`src/nss_pkg.sv`:
```
// shared types, constants and codes of the nearest sample search block
// depends on nothing; every other file of the block but nss_ram imports it

package nss_pkg;

  // default table depth and fixed field widths
  localparam int DEPTH_DEF = 1024;
  localparam int DATA_W    = 32;
  localparam int GAIN_W    = 18;
  localparam int FRAC_W    = 16;
  localparam int CFG_IDX_W = 2;
  localparam int OP_W      = 2;

  // configuration register indexes
  localparam logic [CFG_IDX_W-1:0] CFG_MIN_X    = 2'd0;
  localparam logic [CFG_IDX_W-1:0] CFG_Y_GAIN   = 2'd1;
  localparam logic [CFG_IDX_W-1:0] CFG_Y_OFFSET = 2'd2;

  // operation codes of an input transaction
  localparam logic [OP_W-1:0] OP_LOAD  = 2'd0;
  localparam logic [OP_W-1:0] OP_CLEAR = 2'd1;
  localparam logic [OP_W-1:0] OP_QUERY = 2'd2;

  // configuration reset values: 200.0, 1.5 and about 0.16
  localparam logic signed [DATA_W-1:0] MIN_X_RST    = 32'sd13107200;
  localparam logic [GAIN_W-1:0]        Y_GAIN_RST   = 18'd98304;
  localparam logic signed [DATA_W-1:0] Y_OFFSET_RST = 32'sd10486;

  // half an lsb of the q16.16 result, for round half up
  localparam int ROUND_HALF = 2 ** (FRAC_W - 1);

  // one stored sample
  typedef struct packed {
    logic signed [DATA_W-1:0] y;
    logic signed [DATA_W-1:0] x;
  } entry_t;

  // controller states
  typedef enum logic [3:0] {
    S_IDLE,
    S_LD_MUL,
    S_LD_RND,
    S_LD_WR,
    S_Q_START,
    S_Q_HI,
    S_Q_LO,
    S_Q_MID,
    S_Q_PREV,
    S_Q_CMP,
    S_Q_DEC,
    S_Q_OUT
  } state_t;

  // sample memory read address source
  typedef enum logic [1:0] {
    RD_FIRST,
    RD_LAST,
    RD_MID,
    RD_PREV
  } rd_sel_t;

  // source of the query result
  typedef enum logic [2:0] {
    RES_EMPTY,
    RES_FIRST,
    RES_LAST,
    RES_CUR,
    RES_PREV
  } res_sel_t;

  // commands from controller to datapath
  typedef struct packed {
    logic     cap_item;
    logic     clear;
    logic     ld_mul;
    logic     ld_rnd;
    logic     ld_wr;
    rd_sel_t  rd_sel;
    logic     win_init;
    logic     mid_calc;
    logic     cap_cur;
    logic     cmp_load;
    logic     win_lo;
    logic     win_hi;
    logic     res_load;
    res_sel_t res_sel;
    logic     out_load;
  } nss_cmd_t;

  // status from datapath to controller
  typedef struct packed {
    logic empty;
    logic ge_last;
    logic le_first;
    logic between;
    logic near_prev;
    logic key_gt;
    logic key_lt;
    logic lo_eq_mid;
    logic hi_eq_mid;
    logic out_free;
  } nss_sts_t;

endpackage

```
`src/nss_ctrl.sv`:
```
// controller of the nearest sample search: sequences load, clear and query
// depends on nss_pkg for states, codes and the command/status structs

module nss_ctrl
  import nss_pkg::*;
(
  input  logic            clk,
  input  logic            rst_n,
  input  logic            in_valid,
  input  logic [OP_W-1:0] in_op,
  output logic            in_ready,
  input  nss_sts_t        sts,
  output nss_cmd_t        cmd
);

  state_t state_r;
  state_t state_nxt;
  logic   accept;

  assign accept = in_valid && (state_r == S_IDLE);

  // state register
  always_ff @(posedge clk) begin
    if (!rst_n) begin
      state_r <= S_IDLE;
    end else begin
      state_r <= state_nxt;
    end
  end

  // next state
  always_comb begin
    state_nxt = state_r;
    unique case (state_r)
      S_IDLE: begin
        if (accept) begin
          if (in_op == OP_LOAD) begin
            state_nxt = S_LD_MUL;
          end else if (in_op == OP_QUERY) begin
            state_nxt = S_Q_START;
          end
        end
      end
      S_LD_MUL:  state_nxt = S_LD_RND;
      S_LD_RND:  state_nxt = S_LD_WR;
      S_LD_WR:   state_nxt = S_IDLE;
      S_Q_START: state_nxt = sts.empty ? S_Q_OUT : S_Q_HI;
      S_Q_HI:    state_nxt = sts.ge_last ? S_Q_OUT : S_Q_LO;
      S_Q_LO:    state_nxt = sts.le_first ? S_Q_OUT : S_Q_MID;
      S_Q_MID:   state_nxt = S_Q_PREV;
      S_Q_PREV:  state_nxt = S_Q_CMP;
      S_Q_CMP:   state_nxt = S_Q_DEC;
      S_Q_DEC: begin
        priority if (sts.between) begin
          state_nxt = S_Q_OUT;
        end else if (sts.key_gt) begin
          state_nxt = sts.lo_eq_mid ? S_Q_OUT : S_Q_MID;
        end else if (sts.key_lt) begin
          state_nxt = sts.hi_eq_mid ? S_Q_OUT : S_Q_MID;
        end else begin
          state_nxt = S_Q_OUT;
        end
      end
      S_Q_OUT: begin
        if (sts.out_free) begin
          state_nxt = S_IDLE;
        end
      end
      default: state_nxt = S_IDLE;
    endcase
  end

  // command outputs
  always_comb begin
    cmd         = '0;
    cmd.rd_sel  = RD_FIRST;
    cmd.res_sel = RES_CUR;
    in_ready    = 1'b0;
    unique case (state_r)
      S_IDLE: begin
        in_ready     = 1'b1;
        cmd.cap_item = accept;
        cmd.clear    = accept && (in_op == OP_CLEAR);
      end
      S_LD_MUL: cmd.ld_mul = 1'b1;
      S_LD_RND: cmd.ld_rnd = 1'b1;
      S_LD_WR:  cmd.ld_wr  = 1'b1;
      S_Q_START: begin
        cmd.rd_sel   = RD_LAST;
        cmd.win_init = 1'b1;
        cmd.res_load = sts.empty;
        cmd.res_sel  = RES_EMPTY;
      end
      S_Q_HI: begin
        cmd.rd_sel   = RD_FIRST;
        cmd.res_load = sts.ge_last;
        cmd.res_sel  = RES_LAST;
      end
      S_Q_LO: begin
        cmd.res_load = sts.le_first;
        cmd.res_sel  = RES_FIRST;
      end
      S_Q_MID: begin
        cmd.rd_sel   = RD_MID;
        cmd.mid_calc = 1'b1;
      end
      S_Q_PREV: begin
        cmd.rd_sel  = RD_PREV;
        cmd.cap_cur = 1'b1;
      end
      S_Q_CMP: cmd.cmp_load = 1'b1;
      S_Q_DEC: begin
        priority if (sts.between) begin
          cmd.res_load = 1'b1;
          cmd.res_sel  = sts.near_prev ? RES_PREV : RES_CUR;
        end else if (sts.key_gt) begin
          cmd.res_load = sts.lo_eq_mid;
          cmd.win_lo   = !sts.lo_eq_mid;
        end else if (sts.key_lt) begin
          cmd.res_load = sts.hi_eq_mid;
          cmd.win_hi   = !sts.hi_eq_mid;
        end else begin
          cmd.res_load = 1'b1;
        end
      end
      S_Q_OUT: cmd.out_load = sts.out_free;
      default: cmd = '0;
    endcase
  end

`ifndef NO_ASSERTIONS
  // a finished result leaves the controller free for the next transaction
  a_out_done: assert property (@(posedge clk) disable iff (!rst_n)
    (state_r == S_Q_OUT && sts.out_free) |=> (state_r == S_IDLE))
    else $error("query did not return to idle after result hand-off");

  // an accepted query always starts its search
  a_query_start: assert property (@(posedge clk) disable iff (!rst_n)
    (in_valid && in_ready && in_op == OP_QUERY) |=> (state_r == S_Q_START))
    else $error("accepted query did not start");
`endif

endmodule

```
`config.mk`:
```
export PLATFORM = sky130hd
export DESIGN_NAME = nss_ctrl
export DESIGN_NICKNAME = d
export VERILOG_FILES = /design/src/nss_pkg.sv /design/src/nss_ctrl.sv
export SDC_FILE = /design/constraint.sdc
export NUM_CORES = 1
export LEC_CHECK = 0
export BUFFER_PORTS_ARGS = -buffer_cell sky130_fd_sc_hd__buf_2
export CORE_ASPECT_RATIO = 0.7
export CORE_MARGIN = 3
export CORE_UTILIZATION = 25
export DETAILED_ROUTE_END_ITERATION = 6
export GPL_ROUTABILITY_DRIVEN = 0
export HOLD_SLACK_MARGIN = 0.02
export PLACE_DENSITY_LB_ADDON = 0.12
export RECOVER_POWER = 25
export SLEW_MARGIN = 15
export SYNTH_ARGS = -nofsm -noshare
export SYNTH_HDL_FRONTEND = slang
export SYNTH_SLANG_ARGS = --single-unit
```
`constraint.sdc`:
```
create_clock -name clk -period 1.6 [get_ports clk]
set_input_delay 0.16 -clock clk [delete_from_list [all_inputs] [get_ports clk]]
set_output_delay 0.16 -clock clk [all_outputs]
set_load 0.01 [all_outputs]
```
==> flow_results.org, run 1 <==
** CTS
- Worst-skew pair later-pin latency :: between 200 and 300 ps
- In this run the clock root is driven by a sky130_fd_sc_hd__clkbuf_4.
- Level count of the clock H-tree :: 1
- After clock tree synthesis, the clock-pin slew on the worst setup and hold paths is 40 ps.
- Clock sink total :: 4
- TritonCTS built the clock tree.
- Total CTS buffers :: 3
- Maximum count of clock buffers along a single path :: 2

** Place
- In this run, placement finished with an instance count of 124.
- Total of buffers placed on input and output ports :: 33
- Once detailed placement completed, the half-perimeter wirelength came to 1220 um.

** Layout
- The finished layout holds 132 standard cells, fillers aside.
- Core occupancy in the finished layout :: about 45%
- Flip-flop count of the largest register, all copies and words added :: 4
- In the final layout, the multi-input gates occupy 409 sq um.
- The net count of the finished layout is 128.
- Largest registers ranked by flip-flop count :: state_r x4
- Antenna cell count :: 0
- Fill cells :: around 190
- Share of layout cells above drive strength 1 :: between 50% and 60%
- Biggest register :: state_r
- Area used by sequential logic in the layout :: 90.1 sq um
- Area growth from synthesis to layout :: 54.1%

** Timing
- At the pin with the least slew margin, the transition time is between 200 and 300 ps.
- For the finished layout, the period the worst path requires is 1570 ps.
- Pins Over Slew Limit :: 0
- Setup_tns :: 0 ps
- Across the routed clock network, the largest skew measured is 5.42 ps.
- Portion of the clock cycle consumed by the worst path in the final layout :: 98.3%
- Hold Fails Final Rpt :: 0
- Total of endpoints with negative setup slack in the final report :: 0
- Setup repair after global routing could not meet its margin everywhere.
- Timing would allow up to 636 MHz.
- In this run the tightest slew margin relative to its limit is 81.7%.

** Power and ir drop
- Worst vdd rail ir drop :: around 1.1 mV
- Power per unit of standard cell area :: 1770 nW/um^2
- For this design the static power due to leakage is around 0.37 nW.
- The design draws 1.39 mW.

** GRT
- First-pass GRT wire length :: around 2600 um
- Initial antenna violation count :: 0
- The via count of the first global-routing pass came to 558.
- GRT Total Usage :: 13.5%
- Entering global routing, the biggest net connects 17 pins.
- Global routing finished with a remaining overflow of 0.

** Run status
- The run finished with clean final reports.

** Synth
- Number of enable-type register cells in the synthesized netlist :: 0
- Counting distinct cell types in the post-synthesis netlist gives 32.
- Synthesis produced a netlist whose cell count is between 70 and 80.
- Most area-consuming cells after synthesis :: sky130_fd_sc_hd__dfxtp_1, sky130_fd_sc_hd__nor3_1, sky130_fd_sc_hd__nand2_1
- The number of nets in the synthesized netlist is 88.
- Sequential cells were found to cover 15.8% of the synthesized design area.
- Mean post-synth cell area :: 6.94 sq um
- Warnings from Yosys :: 0
- For this run, the leading register cell type out of synthesis is sky130_fd_sc_hd__dfxtp_1.
- Number of storage elements in the synthesis netlist :: 4
- Share of Yosys cell area claimed by the top area cell type :: between 10% and 20%
- The synthesized netlist occupies a cell area of 507 sq um.
- Area leader, netlist :: sky130_fd_sc_hd__dfxtp_1
- Fraction of registers with async set or reset after synthesis :: 0%

** Die
- Effective utilization at floorplan :: 29.1%
- In this run the core area contains 12 standard-cell rows.
- Die Width :: 59.8 um
- Top-level I/O count :: 34
- The die is about 44 um tall.
- Core ar. :: ~1700 sq um
- The die covers 2610 sq um.

** Route
- Final ANT Viol Nets :: 0
- DRT Pass-1 Iters :: 4
- Dividing the detail-routed wire length by the instance count gives 12.3 um.
- # DRC :: 0
- Wires add up to 1620 um.
- The routed layout has 657 vias.
- After the first detailed-routing iteration, the DRC count stood at 24.
- In the routed layout, each cell is associated on average with a via count of 4.98.

** Worst setup path
- For the worst setup path, the data arrival time is about 1400 ps.
- The worst setup path is captured at an output port.
- Start-to-end type of the worst setup path :: reg2out
- Max FO, Critical Path :: 5
- STA puts the critical path data required time at 1440 ps.
- Critical path startpoint category :: register

** Worst hold path
- The path class of the tightest hold or removal check is in2reg.

** Run
- Max-cap viol count :: 0
-- worst max-delay path: stages (launching register included) --
cell and delay (ps):
sky130_fd_sc_hd__dfxtp_2 320, sky130_fd_sc_hd__or2_4 280, sky130_fd_sc_hd__nor3_4 140, sky130_fd_sc_hd__and2_4 160, sky130_fd_sc_hd__and3b_1 140, sky130_fd_sc_hd__buf_2 120
-- worst paths after layout --
| kind | start | to | slack [ps] | cells past startpoint |
|---|---|---|---|---|
| worst max-delay path | state_r[3] | cmd[16] | 30 | 5 |
| worst min-delay path | rst_n | state_r[3] | 160 | 2 |
| worst max register to register | state_r[1] | state_r[3] | 170 | 6 |
| worst min register to register | state_r[3] | state_r[0] | 640 | 3 |
-- metal layers --
metal / track usage (%) / vias to the layer above / part of all wire [%]
li1: - / 341 / -
met1: 18.6 / 289 / 47
met2: 17.5 / 25 / 43
met3: 7.74 / 2 / 9.5
met4: 3.98 / 0 / 0.49
met5: 0 / - / 0
-- logic make-up after synthesis --
group / Yosys count / synth area share, %
AO/OA/AOI/OAI: 18 / 25.9
buffers and inverters: 8 / 7.16
multiplexers: 1 / 1.98
flip-flops: 4 / 15.8
AND/OR/NAND/NOR: 42 / 49.1
-- placed cells by master, fill, tap and decap left out, drive strengths merged --
cell type / n
a211o: 1
a211oi: 1
a21boi: 1
a21oi: 3
a31oi: 1
and2: 1
and3b: 2
buf: 40
clkbuf: 3
dfxtp: 4
inv: 3
mux2i: 1
nand2: 7
nand2b: 4
nand3: 2
nand4: 1
nor2: 7
nor2b: 1
nor3: 7
nor3b: 3
o21ai: 6
o21bai: 1
o31a: 2
o32a: 1
o32ai: 1
or2: 4
or2b: 1
or3: 1
or3b: 1
-- power breakdown --
group	switching (mW)	leakage, nW	total, mW	internal, mW
clock	0.0525	0.0138	0.137	0.0846
combinational	0.470	0.324	0.957	0.487
sequential	0.125	0.0350	0.291	0.166
total	0.648	0.373	1.39	0.737
-- final cells by class --
type                       count  share of cell area [%]
clock buffer                   3                    2.88
inverter                       3                    1.44
multi-input combinational     61                    52.4
sequential                     4                    11.5
tap                           21                    3.37
timing repair buffer          40                    28.4
-- timing repair --
action | in CTS | in global routing
setup buffers | 2 | 3
endpoints found under the hold margin | 0 | 0
hold buffers | 0 | 0
pin swaps | 3 | 4
setup endpoints to repair | 5 | 6
gates resized for setup | 5 | 6
-- synth_stat cells, drive strengths merged, types with 2 or more instances --
master,n
nand3,2
inv,3
nand2b,4
nand2,7
buf,5
o21ai,6
nor3b,3
nor3,7
or2,4
a21oi,3
o31a,2
and3b,2
nor2,7
dfxtp,4
-- through the flow --
| stage | area, sq um | worst slack, ps | hold WS, ps |
|---|---|---|---|
| CTS | 738 | -24.4 | 161 |
| finish | 781 | 27.5 | 162 |
| detailed placement | 688 | 160 | 414 |
| global route | 781 | -64.8 | 159 |
| global placement | 688 | 164 | 428 |
| floorplan | 507 | 148 | 288 |
(Power assumes the default switching activity.)
==> run 2: changes to the inputs <==
--- a/config.mk
+++ b/config.mk
@@ -5,6 +5,7 @@
 export SDC_FILE = /design/constraint.sdc
 export NUM_CORES = 1
 export LEC_CHECK = 0
+export ABC_AREA = 1
 export BUFFER_PORTS_ARGS = -buffer_cell sky130_fd_sc_hd__buf_2
 export CORE_ASPECT_RATIO = 0.7
 export CORE_MARGIN = 3
==> flow_results.org, run 2 <==
** Synth
- Warnings from Yosys :: 0
- After synthesis, the share of flip-flops with an asynchronous set or reset is 0%.
- Area leader, netlist :: sky130_fd_sc_hd__nand2_1
- Simple-Gate Fraction of Synth Area :: 61.5%
- The synthesized design contains 4 register bits.
- Ranked by instance count, the synthesized netlist is headed by sky130_fd_sc_hd__nand2_1, sky130_fd_sc_hd__nor2_1, sky130_fd_sc_hd__inv_1, sky130_fd_sc_hd__nand3_1.
- Unique cell type count in the Yosys netlist :: 15
- Measured against the total synthesized area, the mux share comes to 0%.
- When the netlist entered floorplanning its net count stood at approximately 120.
- In the post-synthesis netlist, the biggest area contributors are sky130_fd_sc_hd__nand2_1, sky130_fd_sc_hd__nor2_1, sky130_fd_sc_hd__dfxtp_1.
- Share of the synthesized area in compound gates (AO/OA/AOI/OAI) :: ~7.4%
- Library cell with the highest instance count after synthesis :: sky130_fd_sc_hd__nand2_1
- Summing the areas of all fa, ha and maj instances in the mapped netlist gives 0% of the synthesized area.
- After synthesis, the largest family of logic cells by area is simple AND/OR/NAND/NOR gates.
- Summing the areas of all xor and xnor instances in the mapped netlist gives 0% of the synthesized area.
- After technology mapping, the gate count stands at just over 100.
- Most used flip-flop cell after synthesis :: sky130_fd_sc_hd__dfxtp_1
- Seq/Total Area, Yosys :: 15.7%
- Cell Area, Synth :: 510 sq um
- Mean post-synth cell area :: 4.96 sq um
- In this run the biggest area consumer among cell types represents approximately a fifth of the synthesized area.
- Number of enable-type register cells in the synthesized netlist :: 0

** Place
- Port buffering added 33 buffers.
- Detailed placement HPWL :: 1430 um
- Prior to clock tree synthesis, the placed netlist has a worst setup slack of 205 ps.
- Post-Place Cells :: 158

** Timing
- Slew at the pin closest to its max-slew limit :: 258 ps
- The final critical path takes up 95.4% of the cycle.
- Total of endpoints with negative setup slack in the final report :: 0
- The worst path meets setup with approximately 73 ps of slack.
- Hold Fails Final Rpt :: 0
- Subtracting the final worst setup slack from the clock period gives 1530 ps.
- Unrepaired setup endpoints after global routing :: true
- Pins Over Slew Limit :: 0
- Headroom to the max-slew limit :: 82.7%
- On the final layout, the worst clock skew is 3.84 ps.
- Max Fclk :: 655 MHz

** Route
- Sum of routed wire length over all layers :: 1710 um
- The first routing iteration left 14 violations.
- Using the TritonRoute via totals, the vias-per-cell ratio works out to between 4 and 5.
- # DRC :: 0
- DRT Pass-1 Iters :: 4
- In the final routed layout, each cell accounts on average for a little over 10 um.
- Final ANT Viol Nets :: 0
- Overall via count from detail_route :: 753

** Layout
- The finished layout holds ~170 standard cells, fillers aside.
- The register with the most flip-flops in the layout has 4 of them.
- Commonest non-fill, non-tap cells in the layout :: sky130_fd_sc_hd__buf_2, sky130_fd_sc_hd__nand2_1, sky130_fd_sc_hd__nor2_1
- In the final layout, the share of cells above drive strength 1 is 42.8%.
- Area growth from synthesis to layout :: 60.0%
- Most frequent standard cell in the layout excluding fill and tap cells :: sky130_fd_sc_hd__buf_2
- 0 antenna diodes ended up in the layout.
- Counting flops per register, the top entry is state_r.
- Number of nets at the end of the flow :: 162
- Largest registers ranked by flip-flop count :: state_r x4

** CTS
- The root buffer cell chosen for the clock tree is sky130_fd_sc_hd__clkbuf_4.
- The clock reaches the later pin of the worst-skew pair after 230 ps.
- CTS built an H-tree with a depth of 1.
- TritonCTS built the clock tree.
- No sink is reached through more buffers than the 2 on the longest clock path.
- For this design, the CTS-stage hold fixing added 0 buffers.
- The clock net in this run drives a total of 4 sinks.
- Total CTS buffers :: 3
- After clock tree synthesis, the clock-pin slew on the worst setup and hold paths is around 40 ps.

** GRT
- Maximum number of pins on one net before global-route repair :: 7
- Global routing used 13.2% of the available tracks.
- For this run the aggregate overflow at the end of global routing stands at 0.
- The initial antenna violation count is 0.
- First-pass GRT wire length :: 2700 um
- The via count of the first global-routing pass came to 629.

** Die
- Measured along the y axis, the die boundary spans 43.8 um.
- The region available for standard cell placement spans 1890 sq um.
- Die Width :: 60.0 um
- The floorplan has 13 rows.
- Pin placement for this block handled 34 I/O pins.
- Effective utilization at floorplan :: 27.1%
- The floorplan step defined a die boundary enclosing 2630 sq um.

** Worst setup path
- Max FO, Critical Path :: 5
- Slowest Stage Delay on Critical Path :: 360 ps
- The startpoint identified for the worst register-to-register timing path is state_r[2].
- Worst reg-to-reg setup slack :: ~330 ps
- The worst setup path is launched from a register.
- At the worst endpoint, the arrival time is about 1400 ps.
- Walking the worst path, the cells encountered are nor2_4 > inv_4 > nor2_4 > inv_2 > nor4b_4 > buf_2.
- Among the stages of the critical path, the cell type that occurs most often is sky130_fd_sc_hd__nor2_4.
- Slowest library cell on the worst path :: sky130_fd_sc_hd__dfxtp_4
- FF-to-FF path depth :: 10
- Start-to-end type of the worst setup path :: reg2out
- The endpoint identified for the worst register-to-register timing path is state_r[2].
- STA classifies the critical path endpoint as an output port.
- Data on the critical path is required at its endpoint by 1440 ps.

** Worst hold path
- The tightest min-delay check is of the in2reg type.
- Number of instances on the worst hold path :: 3
- The worst hold path terminates at state_r[1].
- The worst hold path begins at rst_n.

** Power and ir drop
- Worst vdd rail ir drop :: 0.895 mV
- The internal portion of the total power is ~690 uW.
- Share of power burned in combinational logic :: 75.7%
- Leak pwr :: 0.514 nW
- Clock network fraction of total power :: 8.2%
- Power per unit of standard cell area :: about 1800 nW/um^2
- Registers are responsible for 16.1% of the overall power.
- The analysis attributes to net switching a power of 781 uW.
- Of the total power, the share spent switching nets is a little over half.
- Summing internal, switching and leakage power gives 1.48 mW.

** Run status
- Result of the run :: complete, no violations

** Run
- Max-cap violations in this run came to 0.
[run 2: cell count changes in the layout (fill, tap and decap cells not counted), moves of 3 or more]
| cell | change |
|---|---|
| sky130_fd_sc_hd__nor3b_1 | -3 |
| sky130_fd_sc_hd__inv_2 | +5 |
| sky130_fd_sc_hd__nor2_4 | +3 |
| sky130_fd_sc_hd__nand2b_1 | -3 |
| sky130_fd_sc_hd__nor2_1 | +17 |
| sky130_fd_sc_hd__o21ai_0 | -3 |
| sky130_fd_sc_hd__nor3_1 | -5 |
| sky130_fd_sc_hd__or2_1 | -3 |
| sky130_fd_sc_hd__nor2_2 | +3 |
| sky130_fd_sc_hd__nand3_1 | +5 |
| sky130_fd_sc_hd__nand2_1 | +19 |
| sky130_fd_sc_hd__inv_1 | +12 |
[run 2: cell type report]
cell class                      count  area, sq um
Sequential cell                     4         87.6
Timing Repair Buffer               39          210
Multi-Input combinational cell     78          388
Inverter                           21         81.3
Clock buffer                        3         22.5
Tap cell                           22         27.5
Fill cell                         208         1070
[run 2: cell families (layout without fill, tap and decap cells)]
logic type / after synthesis / after routing
flops: 4 / 4
compound gates: 7 / 7
simple gates: 71 / 71
buf+inv: 21 / 63
[run 2: per-layer routing]
| layer | vias to the layer above | track usage (%) | wire length (um) |
|---|---|---|---|
| li1 | 403 | - | - |
| met1 | 314 | 19.7 | 788 |
| met2 | 36 | 19.8 | 756 |
| met3 | 0 | 2.98 | 166 |
| met4 | 0 | 1.33 | 0 |
| met5 | - | 0 | 0 |
[run 2: worst max-delay path by stage]
stage                    start  endpoint  slack, ps  cells past startpoint
floorplan           state_r[2]   cmd[16]        290                      5
global placement    state_r[2]    cmd[4]        260                      7
detailed placement  state_r[2]   cmd[16]        200                      6
CTS                 state_r[1]   cmd[16]         10                      6
global route        state_r[3]   cmd[16]        -40                      6
finish              state_r[3]   cmd[16]         70                      6
[run 2: worst max-delay path, delay by kind of cell (launching register included)]
family,cells,cell delay [ps]
buffers and inverters,3,270
DFF,1,360
and+or+nand+nor,3,500
[run 2: what timing repair did]
| item | 4_1_cts | 5_1_grt |
|---|---|---|
| pin swaps | 0 | 4 |
| setup buffers | 0 | 6 |
| gates cloned | 0 | 0 |
| resized for setup | 3 | 15 |
| setup endpoints to repair | 1 | 4 |
[run 2: through the flow]
step / TNS [ps] / utilization (%) / hold slack, ps / area (sq um)
after CTS: 0 / 38.7 / 142 / 731
after global routing: -55.1 / 43.3 / 182 / 817
after global placement: 0 / 37.3 / 380 / 703
after detailed placement: 0 / 37.3 / 385 / 703
after floorplan: 0 / - / 258 / 510
final: 0 / 43.3 / 144 / 817
[run 2: power by group through the flow]
stage / sequential, mW / combinational [mW] / clock (mW)
floorplan: 0.193 / 0.622 / 0
global placement: 0.204 / 0.901 / 0
detailed placement: 0.207 / 0.888 / 0
CTS: 0.209 / 0.904 / 0.127
global route: 0.247 / 1.27 / 0.127
finish: 0.238 / 1.12 / 0.121
